===== config.mk =====
export PLATFORM = sky130hd
export DESIGN_NAME = pipelined_prime_sieve
export DESIGN_NICKNAME = d
export VERILOG_FILES = /design/src/hdl/pps_pkg.sv /design/src/hdl/pps_cell.sv /design/src/hdl/pipelined_prime_sieve.sv
export SDC_FILE = /design/constraint.sdc
export NUM_CORES = 2
export LEC_CHECK = 0
export BUFFER_PORTS_ARGS = -buffer_cell sky130_fd_sc_hd__buf_2
export CORE_ASPECT_RATIO = 1.2
export CORE_MARGIN = 2
export CORE_UTILIZATION = 55
export CTS_CLUSTER_SIZE = 28
export DETAILED_ROUTE_END_ITERATION = 10
export HOLD_SLACK_MARGIN = 0.08
export PLACE_DENSITY = 0.71
export SLEW_MARGIN = 20
export SYNTH_ARGS = -nofsm -noshare
export SYNTH_HDL_FRONTEND = slang
export SYNTH_HIERARCHICAL = 1
export SYNTH_SLANG_ARGS = --single-unit
export TNS_END_PERCENT = 5

===== constraint.sdc =====
create_clock -name clk -period 93.1 [get_ports clk]
set_input_delay 18.62 -clock clk [delete_from_list [all_inputs] [get_ports clk]]
set_output_delay 18.62 -clock clk [all_outputs]
set_load 0.005 [all_outputs]

===== src/hdl/pps_pkg.sv =====
// ----------------------------------------------------------------------------
// pps_pkg
// Shared types for the prime sieve: sequencer states and the cell control
// bundle that the sequencer drives into every sieve cell.
// ----------------------------------------------------------------------------
package pps_pkg;

    typedef enum logic [1:0]
    {
        ST_IDLE,
        ST_RUN,
        ST_DONE
    } state_t;

    // start: clear remainders, step: take one candidate bit,
    // shift: every cell takes its neighbor's prime (new prime enters cell 0)
    typedef struct packed
    {
        logic start;
        logic step;
        logic shift;
    } cell_ctrl_t;

endpackage


===== src/hdl/pps_cell.sv =====
// ----------------------------------------------------------------------------
// pps_cell
// One sieve cell: holds one stored prime and a bit-serial remainder of the
// current candidate modulo that prime. The prime shifts to the next cell
// when a new prime is stored at the head of the chain.
// ----------------------------------------------------------------------------
module pps_cell #(
    parameter int VALUE_BITS = 16
) (
    input  logic                  clk,
    input  pps_pkg::cell_ctrl_t   ctrl,
    input  logic                  bit_in,
    input  logic [VALUE_BITS-1:0] prime_in,
    output logic [VALUE_BITS-1:0] prime_out,
    output logic                  rem_zero
);

    logic [VALUE_BITS-1:0] prime_reg;
    logic [VALUE_BITS-1:0] prime_next;
    logic [VALUE_BITS-1:0] rem_reg;
    logic [VALUE_BITS-1:0] rem_next;
    logic [VALUE_BITS:0]   trial;
    logic [VALUE_BITS:0]   diff;

    // rem < prime, so the shifted trial is below twice the prime: one subtract
    always_comb
    begin
        trial = {rem_reg, bit_in};
        diff  = trial - {1'b0, prime_reg};
        if (ctrl.start)
        begin
            rem_next = '0;
        end
        else if (ctrl.step)
        begin
            if (trial >= {1'b0, prime_reg})
            begin
                rem_next = diff[VALUE_BITS-1:0];
            end
            else
            begin
                rem_next = trial[VALUE_BITS-1:0];
            end
        end
        else
        begin
            rem_next = rem_reg;
        end
    end

    assign prime_next = ctrl.shift ? prime_in : prime_reg;

    always_ff @(posedge clk)
    begin
        rem_reg   <= rem_next;
        prime_reg <= prime_next;
    end

    assign prime_out = prime_reg;
    assign rem_zero  = (rem_reg == '0);

endmodule


===== src/hdl/pipelined_prime_sieve.sv =====
// ----------------------------------------------------------------------------
// pipelined_prime_sieve
// Sequence: IDLE takes a candidate, RUN feeds its bits to every cell MSB
// first, DONE registers the result. Candidates are sieved one at a time,
// bit-serially in every cell, one candidate bit a cycle.
// Reset: asynchronous; clears the sequencer, output valid and stage count.
// Stored primes are not cleared; only filled stages are ever consulted.
// A finished result may wait in the output register while the next
// candidate is taken and sieved.
// ----------------------------------------------------------------------------
module pipelined_prime_sieve #(
    parameter int MAX_STAGES = 32,
    parameter int VALUE_BITS = 16
) (
    input  logic                  clk,
    input  logic                  rst_n,
    input  logic                  in_valid,
    output logic                  in_ready,
    input  logic [VALUE_BITS-1:0] value,
    input  logic                  is_last,
    output logic                  out_valid,
    input  logic                  out_ready,
    output logic [VALUE_BITS-1:0] value_out,
    output logic                  is_prime,
    output logic                  overflow,
    output logic                  end_of_run
);

    localparam int CNT_W = $clog2(MAX_STAGES + 1);
    localparam int BIT_W = $clog2(VALUE_BITS);

    pps_pkg::state_t     state_reg;
    pps_pkg::state_t     state_next;
    pps_pkg::cell_ctrl_t ctrl;

    logic [VALUE_BITS-1:0] value_reg;
    logic [VALUE_BITS-1:0] value_next;
    logic [VALUE_BITS-1:0] shift_reg;
    logic [VALUE_BITS-1:0] shift_next;
    logic                  last_reg;
    logic                  last_next;
    logic [BIT_W-1:0]      bit_cnt_reg;
    logic [BIT_W-1:0]      bit_cnt_next;
    logic [CNT_W-1:0]      used_reg;
    logic [CNT_W-1:0]      used_next;

    logic                  out_valid_reg;
    logic                  out_valid_next;
    logic [VALUE_BITS-1:0] value_out_reg;
    logic [VALUE_BITS-1:0] value_out_next;
    logic                  is_prime_reg;
    logic                  is_prime_next;
    logic                  overflow_reg;
    logic                  overflow_next;
    logic                  end_of_run_reg;
    logic                  end_of_run_next;

    logic                  in_xfer;
    logic                  finish;
    logic                  divisible;
    logic                  passes;
    logic                  full;
    logic                  store;

    logic [VALUE_BITS-1:0] prime_chain [MAX_STAGES+1];
    logic [MAX_STAGES-1:0] rem_zero;
    logic [MAX_STAGES-1:0] hit;

    // ---------------- sieve cells ----------------
    assign prime_chain[0] = value_reg;

    for (genvar k = 0; k < MAX_STAGES; k++)
    begin : g_cell
        pps_cell #(
            .VALUE_BITS (VALUE_BITS)
        ) u_cell (
            .clk       (clk),
            .ctrl      (ctrl),
            .bit_in    (shift_reg[VALUE_BITS-1]),
            .prime_in  (prime_chain[k]),
            .prime_out (prime_chain[k+1]),
            .rem_zero  (rem_zero[k])
        );
        assign hit[k] = rem_zero[k] && (CNT_W'(k) < used_reg);
    end

    assign divisible = |hit;
    assign full      = (used_reg == CNT_W'(MAX_STAGES));
    assign passes    = (value_reg >= VALUE_BITS'(2)) && !divisible;
    assign store     = finish && passes && !full;

    // ---------------- sequencer: next state ----------------
    always_comb
    begin
        state_next = state_reg;
        unique case (state_reg)
            pps_pkg::ST_IDLE:
            begin
                if (in_valid)
                begin
                    state_next = pps_pkg::ST_RUN;
                end
            end
            pps_pkg::ST_RUN:
            begin
                if (bit_cnt_reg == '0)
                begin
                    state_next = pps_pkg::ST_DONE;
                end
            end
            pps_pkg::ST_DONE:
            begin
                if (!out_valid_reg || out_ready)
                begin
                    state_next = pps_pkg::ST_IDLE;
                end
            end
            default:
            begin
                state_next = pps_pkg::ST_IDLE;
            end
        endcase
    end

    // ---------------- sequencer: outputs ----------------
    always_comb
    begin
        in_ready   = 1'b0;
        finish     = 1'b0;
        ctrl.start = 1'b0;
        ctrl.step  = 1'b0;
        unique case (state_reg)
            pps_pkg::ST_IDLE:
            begin
                in_ready   = 1'b1;
                ctrl.start = 1'b1;
            end
            pps_pkg::ST_RUN:
            begin
                ctrl.step = 1'b1;
            end
            pps_pkg::ST_DONE:
            begin
                finish = !out_valid_reg || out_ready;
            end
            default:
            begin
                in_ready = 1'b0;
            end
        endcase
        ctrl.shift = finish && passes && !full;
    end

    assign in_xfer = in_valid && in_ready;

    // ---------------- datapath ----------------
    always_comb
    begin
        value_next   = value_reg;
        shift_next   = shift_reg;
        last_next    = last_reg;
        bit_cnt_next = bit_cnt_reg;
        if (in_xfer)
        begin
            value_next   = value;
            shift_next   = value;
            last_next    = is_last;
            bit_cnt_next = BIT_W'(VALUE_BITS - 1);
        end
        else if (ctrl.step)
        begin
            shift_next   = {shift_reg[VALUE_BITS-2:0], 1'b0};
            bit_cnt_next = bit_cnt_reg - 1'b1;
        end
    end

    always_comb
    begin
        used_next = used_reg;
        if (finish)
        begin
            if (last_reg)
            begin
                used_next = '0;
            end
            else if (store)
            begin
                used_next = used_reg + 1'b1;
            end
        end
    end

    always_comb
    begin
        value_out_next  = value_out_reg;
        is_prime_next   = is_prime_reg;
        overflow_next   = overflow_reg;
        end_of_run_next = end_of_run_reg;
        out_valid_next  = out_valid_reg && !out_ready;
        if (finish)
        begin
            out_valid_next  = 1'b1;
            value_out_next  = value_reg;
            is_prime_next   = passes && !full;
            overflow_next   = passes && full;
            end_of_run_next = last_reg;
        end
    end

    always_ff @(posedge clk or negedge rst_n)
    begin
        if (!rst_n)
        begin
            state_reg     <= pps_pkg::ST_IDLE;
            used_reg      <= '0;
            out_valid_reg <= 1'b0;
        end
        else
        begin
            state_reg     <= state_next;
            used_reg      <= used_next;
            out_valid_reg <= out_valid_next;
        end
    end

    always_ff @(posedge clk)
    begin
        value_reg      <= value_next;
        shift_reg      <= shift_next;
        last_reg       <= last_next;
        bit_cnt_reg    <= bit_cnt_next;
        value_out_reg  <= value_out_next;
        is_prime_reg   <= is_prime_next;
        overflow_reg   <= overflow_next;
        end_of_run_reg <= end_of_run_next;
    end

    assign out_valid  = out_valid_reg;
    assign value_out  = value_out_reg;
    assign is_prime   = is_prime_reg;
    assign overflow   = overflow_reg;
    assign end_of_run = end_of_run_reg;

    // ---------------- assertions ----------------
    a_prime_ovf_excl: assert property (@(posedge clk) disable iff (!rst_n)
        out_valid |-> !(is_prime && overflow))
        else $error("is_prime and overflow both set");

    a_used_bound: assert property (@(posedge clk) disable iff (!rst_n)
        used_reg <= CNT_W'(MAX_STAGES))
        else $error("stage count beyond chain length");

    a_run_after_xfer: assert property (@(posedge clk) disable iff (!rst_n)
        in_xfer |=> (state_reg == pps_pkg::ST_RUN) && (bit_cnt_reg == BIT_W'(VALUE_BITS - 1)))
        else $error("sieve did not start after input transfer");

    a_prime_ge2: assert property (@(posedge clk) disable iff (!rst_n)
        (out_valid && is_prime) |-> (value_out >= VALUE_BITS'(2)))
        else $error("value below two reported prime");

    a_run_clears: assert property (@(posedge clk) disable iff (!rst_n)
        (finish && last_reg) |=> (used_reg == '0) && out_valid && end_of_run)
        else $error("stages not cleared at end of run");

endmodule

### Yosys cells after proc, flatten, opt, wreduce, memory -nomap -nowiden

Cells that the tools add are included.

* add/sub/neg operators: 34
* $mul: 0
* div/mod/pow operators: 0
* order comparisons: 65
* equal/unequal tests: 6
* shift-type cells: 0
* mux-type cells: 44
* bitwise operators: 0
* reduce and logical (&&, ||, !) cells: 83

Operators with widths (number)
* greater-or-equal comparator 17 x 16 -> 1 bit: 32
* two-way mux 16 bit: 34
* logical NOT 16 bit: 32
* subtractor 16 bit: 32
* < comparator 5 x 6 -> 1 bit, first input constant: 16
* < comparator 4 x 6 -> 1 bit, first input constant: 8
* logical AND 1 bit: 39
* OR reduction 32 bit: 1
* < comparator 3 x 6 -> 1 bit, first input constant: 4
* greater-or-equal comparator 16 x 2 -> 1 bit, second input constant: 1
* < comparator 1 x 6 -> 1 bit, first input constant: 2
* < comparator 2 x 6 -> 1 bit, first input constant: 2
* two-way mux 6 bit: 2
* adder 6 x 1 -> 6 bit, second input constant: 1
* == test 6 bit, second input constant: 1
* two-way mux 2 bit: 3
* != test 2 bit, second input constant: 3
* case mux 2 bit (3 select lines): 1
* logical NOT 1 bit: 4
* logical NOT 4 bit: 1
* two-way mux 1 bit: 4
* nonzero test 2 bit: 2
* subtractor 4 x 1 -> 4 bit, second input constant: 1
* AND reduction 3 bit: 1
* 5 further kinds: 5

* bits in registers: 1089
* latch bits: 0
* RAM bits: 0
* bits in read-only memories: 0
* bits of input ports: 21
* output and inout port bits: 21
* word-level logic and storage cells: 307
* memories kept: 0

### Logic depth before layout (Yosys ltp)

* word-level depth: 9
* mapped depth: 11
* gate-level depth less buffers: 10

### Modules after synthesis

The synthesis kept the hierarchy.

By module, submodules not included
* pps_cell (g_cell[16].u_cell ...): instances 20, cells an instance 251, area each 2313.5 µm², seq. area each 800.8 µm²
* pps_cell (g_cell[0].u_cell ...): instances 12, cells an instance 255, area each 2437.3 µm², seq. area each 800.8 µm²
* pipelined_prime_sieve: instances 1, cells an instance 273, area each 3072.9 µm², seq. area each 1866.8 µm²

### Least setup slack after synthesis

OpenSTA, ideal clock, no wires.

* path type: input to register
* start: input port out_ready
* end: register g_cell[0].u_cell.prime_reg[0] (enable)
* library setup time: 2014 ps
* arrival time: 53416 ps
* required time: 91086 ps
* path slack: 37670 ps
* cell stages on the path: 4
* buffers on the path: 1
* cell sequence: nand2b_1 -> nand2b_1 -> clkbuf_1 -> nor3_1

RTL lines
* start, declared: RTL line pipelined_prime_sieve.sv:22 `input logic out_ready,`
* end signal, assigned: RTL line pps_cell.sv:56 `prime_reg <= prime_next;`
* end, declared: RTL line pps_cell.sv:18 `logic [VALUE_BITS-1:0] prime_reg;`

==> impl_metrics.csv <==
group,metric,value,unit
logic_synthesis,yosysSeqAreaShare,0.3498,
setup_path,start_kind,"input pin",
detailed_routing,avgViaCountPerCell,6.460,
layout,syn2layout_area_growth,5.241,%
detailed_routing,ant_nets,0,
min_path,hold_start,"g_cell[20].u_cell/prime_out[8]",
global_route,grt_pass1_wl,333.8,mm
layout,drive_above_1_share,0.1197,
timing,hold_viol,0,
global_route,first_global_vias,62390,
logic_synthesis,synth_warnings,6,
floorplan,die_area,145900,µm²
layout,nNetsFinal,8694,
global_route,grt_max_degree,161,
layout,design_area,82710,µm²
floorplan,core-area,141500,µm²
run_status,status,"finished, final reports clean",
clock_tree,cts.sinks,1089,
setup_path,crit-reg2reg-launch,"g_cell[17].u_cell/rem_reg[0]",
setup_path,worstSetupStartpoint,"out_ready",
floorplan,start_util,0.5554,
placement,postPlaceCellArea,78730,µm²
pwr,irDropWorstVdd,39.97,µV
detailed_routing,drt_wl_total,209.3,mm
setup_path,worst_setup_path_end_kind,"register",
timing,finalSetupViolCount,0,
timing,worst_slew_pin_slew,1026,ps
timing,fin_tns_setup,0,ps
clock_tree,clockBufferDepth,3,
timing,slew_viol_final,0,
clock_tree,ctsHoldBuffers,0,
pwr,p_leak,33.23,nW
placement,gp_congestion,0.9302,
detailed_routing,first_iter_violations,5363,
setup_path,r2r_slack,87620,ps
global_route,antenna_found_initial,1,
clock_tree,cts_tree,"done",
global_route,track_usage,0.2780,
timing,relSlewSlack,0.3160,
global_route,gr-total-overflow,0,
placement,hpwl,151.9,mm
setup_path,cp.required,93460,ps
clock_tree,cts.htree.levels,3,
timing,fin_crit_sh,0.2309,
floorplan,die_w,349.1,µm
setup_path,critPathCapture,"g_cell[26].u_cell/prime_out[6]",
logic_synthesis,synth.avg_cell_area,9.409,µm²
timing,max_freq,46.52,MHz
min_path,timing.hold.worst_path_depth,0,
min_path,hold_class,"register to register",
logic_synthesis,synthFlopType,"edfxtp_1",
run,maxCapViolations,0,
clock_tree,postCtsSetupRepairBufs,0,
detailed_routing,wl_per_cell,20.79,µm
clock_tree,cts_buffers,115,
clock_tree,root_buffer,"clkbuf_16",
logic_synthesis,synthSimpleGateAreaFrac,0.1856,
floorplan,die_h,418.1,µm
logic_synthesis,synth_xor_area_frac,0.03800,
timing,setup_ws,71610,ps
setup_path,worstPathArrival,21860,ps
pwr,power_density,37.60,nW/µm²
logic_synthesis,synth_area,78590,µm²
layout,layout_common_cells,"nor2_1 (683), inv_1 (659), edfxtp_1 (564)",
logic_synthesis,synthMuxAreaShare,0.004267,
logic_synthesis,synth-compound-area-share,0.2667,
timing,clock_skew,37.18,ps
setup_path,crit_path_max_fanout,84,
layout,fillCellCount,11989,
clock_tree,cts_resized,0,
clock_tree,clock_latency,760,ps
clock_tree,clk_pin_slew,60,ps
logic_synthesis,synth_top_family_by_area,"compound AO/OA/AOI/OAI gates",
timing,timing.hold.ws,440.5,ps
placement,pre_cts_ws,70880,ps
placement,numPortBuffers,41,
layout,final_util,0.5845,
logic_synthesis,netlist_instances,8353,
detailed_routing,vias,65021,
detailed_routing,drc,0,
setup_path,r2r_cells,11,
floorplan,row_count,151,
detailed_routing,firstDrtPassIters,8,
logic_synthesis,ys_types,91,
layout,layout_commonest_cell,"nor2_1",
logic_synthesis,async_flop_share,0.008264,
logic_synthesis,syn_nets,8922,
setup_path,critPathKind,"input pin to register",
floorplan,ios,42,
logic_synthesis,synth-seq-cells,1089,
timing,rsz0062_at_grt,"false",
logic_synthesis,post_synth_fa_ha_maj_area_fraction,0.09043,
setup_path,r2r-end,"g_cell[26].u_cell/prime_out[6]",
logic_synthesis,synth_edf_count,564,
timing,fin_crit,21490,ps
[synth_stat cells, drive strengths merged, types with 55 or more instances]
cell | n | share of area
a211oi | 89 | 0.0085
a21o | 290 | 0.028
a21oi | 488 | 0.036
a311oi | 344 | 0.056
a31oi | 156 | 0.014
and3 | 298 | 0.024
and4 | 88 | 0.0098
buf | 273 | 0.027
clkbuf | 139 | 0.0066
dfxtp | 516 | 0.13
edfxtp | 564 | 0.22
ha | 516 | 0.082
inv | 662 | 0.032
nand2 | 494 | 0.024
nand3 | 500 | 0.043
nor2 | 684 | 0.033
nor3 | 153 | 0.0097
nor4 | 223 | 0.022
o211ai | 71 | 0.0081
o21a | 84 | 0.0092
o21ai | 621 | 0.044
or3 | 55 | 0.0044
xnor2 | 185 | 0.021
xor2 | 156 | 0.017
[report_power, final]
part	leakage [nW]	switching, mW	total, mW	internal (mW)
Clock	1.90	0.210	0.483	0.273
Sequential	9.53	0.159	0.800	0.642
Combinational	21.8	1.07	1.83	0.754
[worst min path at each step]
stage	end	slack, ps
floorplan	g_cell[0].u_cell/prime_out[0]	420
global placement	g_cell[13].u_cell/prime_out[1]	430
detailed placement	g_cell[27].u_cell/prime_out[1]	430
CTS	g_cell[21].u_cell/prime_out[8]	440
global route	g_cell[21].u_cell/prime_out[8]	450
finish	g_cell[21].u_cell/prime_out[8]	440
[cell families after synthesis]
kind of cell / after synthesis
AND/OR/NAND/NOR: 2685
AO/OA/AOI/OAI: 2582
flip-flops: 1089
buffers and inverters: 1075
adder cells (fa/ha/maj): 549
XOR/XNOR: 341
multiplexers: 32
[per-stage QoR]
step	power (mW)	std cells
after global placement	2.552	9844
after detailed placement	2.599	9844
final	3.110	10065
after global routing	3.338	10064
after floorplan	2.284	8353
after CTS	3.094	10064
[worst max-delay path, stage by stage]
cell and delay [ps]:
buf_2 70, nand2b_1 180, nand2b_1 310, nor3_2 300
buf_4 580, buf_4 740, buf_4 860
[layout make-up]
type                       count  area (µm²)  area share
timing repair buffer          67       454.2    0.005491
clock inverter                87       978.4     0.01183
antenna                        1       2.502  0.00003026
multi-input combinational   6189       45990      0.5561
tap                         1836        2297     0.02777
inverter                     663        2496     0.03018
clock buffer                 133        2995     0.03622
sequential                  1089       27490      0.3324
[layer usage]
layer | global-route usage | part of all wire | up-vias
met4 | 0.1218 | 0.044 | 2
met5 | 0 | 0.000062 | -
met2 | 0.4854 | 0.49 | 1926
met3 | 0.03233 | 0.048 | 489
li1 | - | - | 31242
met1 | 0.3447 | 0.42 | 31362
(Power assumes the default switching activity.)
